### config.mk
export PLATFORM = sky130hd
export DESIGN_NAME = rowf_ctrl
export DESIGN_NICKNAME = d
export VERILOG_FILES = /design/src/design/rowf_pkg.sv /design/src/design/rowf_ctrl.sv
export SDC_FILE = /design/constraint.sdc
export NUM_CORES = 1
export LEC_CHECK = 0
export BUFFER_PORTS_ARGS = -buffer_cell sky130_fd_sc_hd__buf_2
export CAP_MARGIN = 20
export CORE_AREA = 2 2 39 41
export CTS_CLUSTER_DIAMETER = 150
export DETAILED_ROUTE_END_ITERATION = 10
export DIE_AREA = 0 0 41 43
export REMOVE_ABC_BUFFERS = 1
export SLEW_MARGIN = 15
export SYNTH_ARGS = -nofsm -noshare
export SYNTH_HDL_FRONTEND = slang
export SYNTH_SLANG_ARGS = --single-unit
### constraint.sdc
create_clock -name clk -period 3 [get_ports clk]
set_input_delay 0 -clock clk [delete_from_list [all_inputs] [get_ports clk]]
set_output_delay 0 -clock clk [all_outputs]
set_load 0.02 [all_outputs]
### src/design/rowf_pkg.sv
// Package: shared types and constants of the rank-order window filter.
`default_nettype none
package rowf_pkg;

  localparam int PIX_W      = 8;
  localparam int CFG_W      = 16;
  localparam int CFG_ADDR_W = 3;

  // register indexes
  localparam logic [CFG_ADDR_W-1:0] REG_FRAME_WIDTH  = 3'd0;
  localparam logic [CFG_ADDR_W-1:0] REG_FRAME_HEIGHT = 3'd1;
  localparam logic [CFG_ADDR_W-1:0] REG_WINDOW_SIZE  = 3'd2;
  localparam logic [CFG_ADDR_W-1:0] REG_FILTER_MODE  = 3'd3;
  localparam logic [CFG_ADDR_W-1:0] REG_PAD_VALUE    = 3'd4;

  // filter modes
  localparam logic [1:0] MODE_MEDIAN   = 2'd0;
  localparam logic [1:0] MODE_MINIMUM  = 2'd1;
  localparam logic [1:0] MODE_MAXIMUM  = 2'd2;
  localparam logic [1:0] MODE_MIDPOINT = 2'd3;

  // controller to datapath
  typedef struct packed {
    logic accept;     // input transfer, start line store read
    logic load;       // shift window, write line store, step counters
    logic scan_step;  // one column of the min/max scan
    logic rank_step;  // one column of the median bit search
    logic out_load;   // move result into the output register
  } rowf_cmd_t;

  // datapath to controller
  typedef struct packed {
    logic emit;       // current position completes a window
    logic scan_last;  // scan is on the last window column
    logic rank_last;  // last column of the last bit pass
    logic median;     // mode needs the bit search
    logic out_free;   // output register can take a result
  } rowf_status_t;

endpackage
`default_nettype wire

### src/design/rowf_ctrl.sv
// Controller state machine of the rank-order window filter.
`default_nettype none
module rowf_ctrl (
  input  wire logic                  clk,
  input  wire logic                  rst_n,
  input  wire logic                  in_tvalid,
  output      logic                  in_tready,
  input  wire rowf_pkg::rowf_status_t status,
  output      rowf_pkg::rowf_cmd_t    cmd
);
  import rowf_pkg::*;

  typedef enum logic [2:0] {
    ST_IDLE, ST_LOAD, ST_MINMAX, ST_RANK, ST_HOLD
  } state_t;

  state_t state_r, state_nxt;
  logic   ready_r;

  // next state
  always_comb begin
    state_nxt = state_r;
    unique case (state_r)
      ST_IDLE:   if (in_tvalid && ready_r) state_nxt = ST_LOAD;
      ST_LOAD:   state_nxt = status.emit ? ST_MINMAX : ST_IDLE;
      ST_MINMAX: if (status.scan_last) state_nxt = status.median ? ST_RANK : ST_HOLD;
      ST_RANK:   if (status.rank_last) state_nxt = ST_HOLD;
      ST_HOLD:   if (status.out_free) state_nxt = ST_IDLE;
      default:   state_nxt = ST_IDLE;
    endcase
  end

  // state and registered ready
  always_ff @(posedge clk) begin
    if (!rst_n) begin
      state_r <= ST_IDLE;
      ready_r <= 1'b0;
    end else begin
      state_r <= state_nxt;
      ready_r <= (state_nxt == ST_IDLE);
    end
  end

  assign in_tready = ready_r;

  // commands
  always_comb begin
    cmd           = '0;
    cmd.accept    = in_tvalid && ready_r;
    cmd.load      = (state_r == ST_LOAD);
    cmd.scan_step = (state_r == ST_MINMAX);
    cmd.rank_step = (state_r == ST_RANK);
    cmd.out_load  = (state_r == ST_HOLD) && status.out_free;
  end

  a_accept_load: assert property (@(posedge clk) disable iff (!rst_n)
    cmd.accept |=> state_r == ST_LOAD) else $error("accept not followed by load");
  a_ready_idle: assert property (@(posedge clk) disable iff (!rst_n)
    ready_r |-> state_r == ST_IDLE) else $error("ready outside idle");
  a_hold_done: assert property (@(posedge clk) disable iff (!rst_n)
    cmd.out_load |=> state_r == ST_IDLE) else $error("hold did not release");

endmodule
`default_nettype wire

# == After elaboration in Yosys (flattened, before gate mapping) ==
# Index checks and enable logic that the tools add are counted.
# word_totals
regBits,4
out_inout_bits,6
input_bits,8
wordCells,17
# op_classes
eq_ne,4
n_reduce_logical,4
mux,7
# op_table
cell,n
3-bit two-way mux,5
3-bit case mux with 5 select lines,1
"3-bit by 2-bit == test with 1-bit output, second input constant",2
3-bit logical NOT,2
"3-bit by 1-bit == test with 1-bit output, second input constant",1
"3-bit == test, second input constant",1
1-bit logical AND,2
2-bit two-way mux,1

# == Depth between registers and ports, before layout ==
# logic_depth
ltp_word,4
depth_mapped,4
ltp_nobuf,3

# == Least setup slack after synthesis ==
# Ideal clock, no wire load.
# synth_path
path_kind,register -> register
start,register state_r[0]
end,register ready_r (netlist: in_tready)
setup_time_ns,0.127
path_stages_with_launch,5
path_buffers,1
arrival_ns,1.078
slack_ns,1.795
required_ns,2.873
synth_period_minus_slack_ns,1.205
cell_sequence,dfxtp_1 -> buf_6 -> or4b_4 -> o311ai_1 -> nor4b_1
# synth_via
elab_chain_cells,3
word_cells_on_any_way,11
# synth_rtl
element,line,source
from (decl),rowf_ctrl.sv:17,"state_t state_r, state_nxt;"
from (signal assigned),rowf_ctrl.sv:39,state_r <= state_nxt;
3-bit == test (tied with other cells),rowf_ctrl.sv:23,unique case (state_r)
3-bit case mux with 5 select lines (*),rowf_ctrl.sv:23,
3-bit logical NOT (*),rowf_ctrl.sv:40,ready_r <= (state_nxt == ST_IDLE);
to (signal assigned),rowf_ctrl.sv:40,
to (decl),rowf_ctrl.sv:18,logic ready_r;
# Every way passes the cells marked *; elsewhere a longest branch is shown, timed or not.
# A chain may end at the register's enable or synchronous reset.

# == Final worst setup path ==
# Same ends and word-level chain as after synthesis.

==> impl_metrics.tcl <==
set metrics [dict create \
    outcome "completed" \
    die_h_microns 43 \
    grt_pass1_wl_microns 890 \
    die-area_sq_um 1760 \
    grt_max_degree 11 \
    yosys.area_share.simple 0.422 \
    pre_cts_ws_ps 1770 \
    period_share 0.408 \
    nNetsFinal 56 \
    final_cell_area_sq_um 352 \
    cts_buffers 3 \
    cp_slowest_cell "or4b_4" \
    rsz0062_at_grt "no" \
    dpl_cell_area_sq_um 329 \
    wl_met2_microns 272 \
    vdd_ir_drop_max_v 0.000178 \
    synth_top_family_by_area "simple AND/OR/NAND/NOR gates" \
    yosysWarnings 0 \
    initial_utilization 0.184 \
    vias 267 \
    routedWlPerCell_microns 8.85 \
    dpl.hpwl_microns 472 \
    cp_max_fo 10 \
    min_period_ps 1230 \
    finalWorstSetupSlack_ps 1770 \
    synthCells 31 \
    relSlewSlack 0.817 \
    synth_compound_area_frac 0.191 \
    gp_congestion 0.662 \
    tightest_slew_ps 274 \
    rr_worst_depth 3 \
    critical_path.max_stage_delay_ps 540 \
    r2r-start "state_r[0]" \
    clk_pin_slew_ps 40 \
    power_density_nw_per_um2 421 \
    synthAdderAreaFrac 0 \
    die_x_microns 41 \
    startpoint "state_r[0]" \
    maxCapViolations 0 \
    coreArea_sq_um 1380 \
    fmax_mhz 816 \
    vias_per_cell 4.31 \
    first_pass_iters 2 \
    crit_path_cell_trace "or4b_4, o311ai_1, nor4b_1" \
    clock_path_buffers 2 \
    cts_tree "built" \
    finalSetupViolCount 0 \
    num_rows 14 \
    r2r-end "in_tready" \
    drc 0 \
    criticalPathCategory "reg2reg" \
    clock_sinks 4 \
    antenna_found_initial 0 \
    synth.distinct_cells 18 \
    worstPathRequired_ps 3110 \
    wl_met3_microns 48 \
    htree_levels 1 \
    hold_class "in2reg" \
    cts_setup_buffers 0 \
    synth_seq_cells 4 \
    grt_overflow_total 0 \
    r2r_slack_ps 1770 \
    synth_xor_area_frac 0 \
    p_leak_nw 0.163 \
    antennaDiodeCount 0 \
    syn_to_final_growth_pct 37.7 \
    wl_met1_microns 228 \
    cp-endpoint "in_tready" \
    drive_gt1_frac 0.370 \
    critPathLaunchType "register" \
    routed.top_layer "met3" \
    clockRootBuffer "clkbuf_4" \
    grt_use_total 0.0763 \
    ys_seq_area_frac 0.314 \
    hold_violations 0 \
    fin_skew_ps 3.40 \
    syn_area_sq_um 255 \
    arrival_ps 1330 \
    syn-mean-instance-area_sq_um 8.23 \
    port_buffers 13 \
    tns_ps 0 \
    final_antenna_net_count 0 \
    wl_microns 549 \
    ctsHoldBuffers 0 \
    muxShareOfSynthArea 0 \
    cp-end-kind "register" \
    drt-initial-drc-count 4 \
    grt_pass1_vias 249 \
    cts_resized 0 \
    clk_latency_ps 230 \
    maxSlewViolCount 0 \
    io_pins 14 \
]
-- area by class of cell --
class / count / area [sq um]
Inverter: 2 / 7.51
Tap cell: 16 / 20.0
Sequential cell: 4 / 80.1
Clock buffer: 3 / 22.5
Multi-Input combinational cell: 24 / 156
Timing Repair Buffer: 13 / 65.1
Fill cell: 163 / 1030
-- power breakdown --
| group | switching [mW] | total, mW | internal, mW |
|---|---|---|---|
| Clock | 0.0193 | 0.0638 | 0.0446 |
| Sequential | 0.00288 | 0.0592 | 0.0563 |
| Combinational | 0.0136 | 0.0251 | 0.0115 |
-- layer usage --
layer	vias to the layer above	track usage
li1	143	-
met1	118	0.0900
met2	6	0.103
met3	0	0.0314
met4	0	0.0600
met5	-	0
-- synthesized netlist by cell type --
library cell,count,share of area
dfxtp_1,4,0.31
nand2_1,3,0.044
nor2_1,3,0.044
a21oi_1,2,0.039
inv_1,2,0.029
nand3b_1,2,0.059
nor3_1,2,0.039
o21a_1,2,0.059
or3b_1,2,0.069
a21boi_1,1,0.029
a21o_1,1,0.029
buf_6,1,0.044
nand2b_1,1,0.025
nor4b_1,1,0.034
o311ai_1,1,0.034
or2_1,1,0.025
or2b_1,1,0.029
or4b_4,1,0.054
-- sequential cells by signal, indices dropped and copies added (netlist names) --
register,flops
state_r,3
in_tready,1
-- cell families (layout without fill, tap and decap cells) --
kind of cell    after synthesis  count (layout)
compound gates                7               7
flops                         4               4
buf+inv                       3              18
simple gates                 17              17
-- worst min-delay path by stage --
| stage | from | to | depth (start not counted) |
|---|---|---|---|
| after detailed placement | rst_n | state_r[0] | 2 |
| after floorplan | rst_n | state_r[1] | 1 |
| after global routing | rst_n | state_r[1] | 2 |
| final | rst_n | state_r[0] | 2 |
| after global placement | rst_n | state_r[0] | 2 |
| after CTS | rst_n | state_r[0] | 2 |
-- metrics by stage --
step | std cells | power [mW] | util | hold WS, ps
finish | 62 | 0.148 | 0.254 | 30.3
floorplan | 30 | 0.0742 | - | 118
detailed placement | 59 | 0.0856 | 0.238 | 260
global route | 62 | 0.163 | 0.254 | 29.4
CTS | 62 | 0.154 | 0.254 | 18.3
global placement | 59 | 0.0856 | 0.238 | 257
-- cells in the final DEF, fill, tap and decap left out --
cell       n
buf_2     13
or4b_4     1
or3b_1     2
clkbuf_4   3
nor2_1     3
dfxtp_1    4
a21boi_1   1
a21o_1     1
nand3b_1   2
a21oi_1    2
nor4b_1    1
o311ai_1   1
nand2b_1   1
or2b_1     1
inv_1      2
or2_1      1
o21a_1     2
nor3_1     2
nand2_1    3
-- critical path: cells and delay by family, from the launching register on --
| kind | cells | cell delay [ps] |
|---|---|---|
| AND/OR/NAND/NOR | 2 | 630 |
| flip-flops | 1 | 370 |
| AO/OA/AOI/OAI | 1 | 100 |
Power figures use the tool's default switching activity.
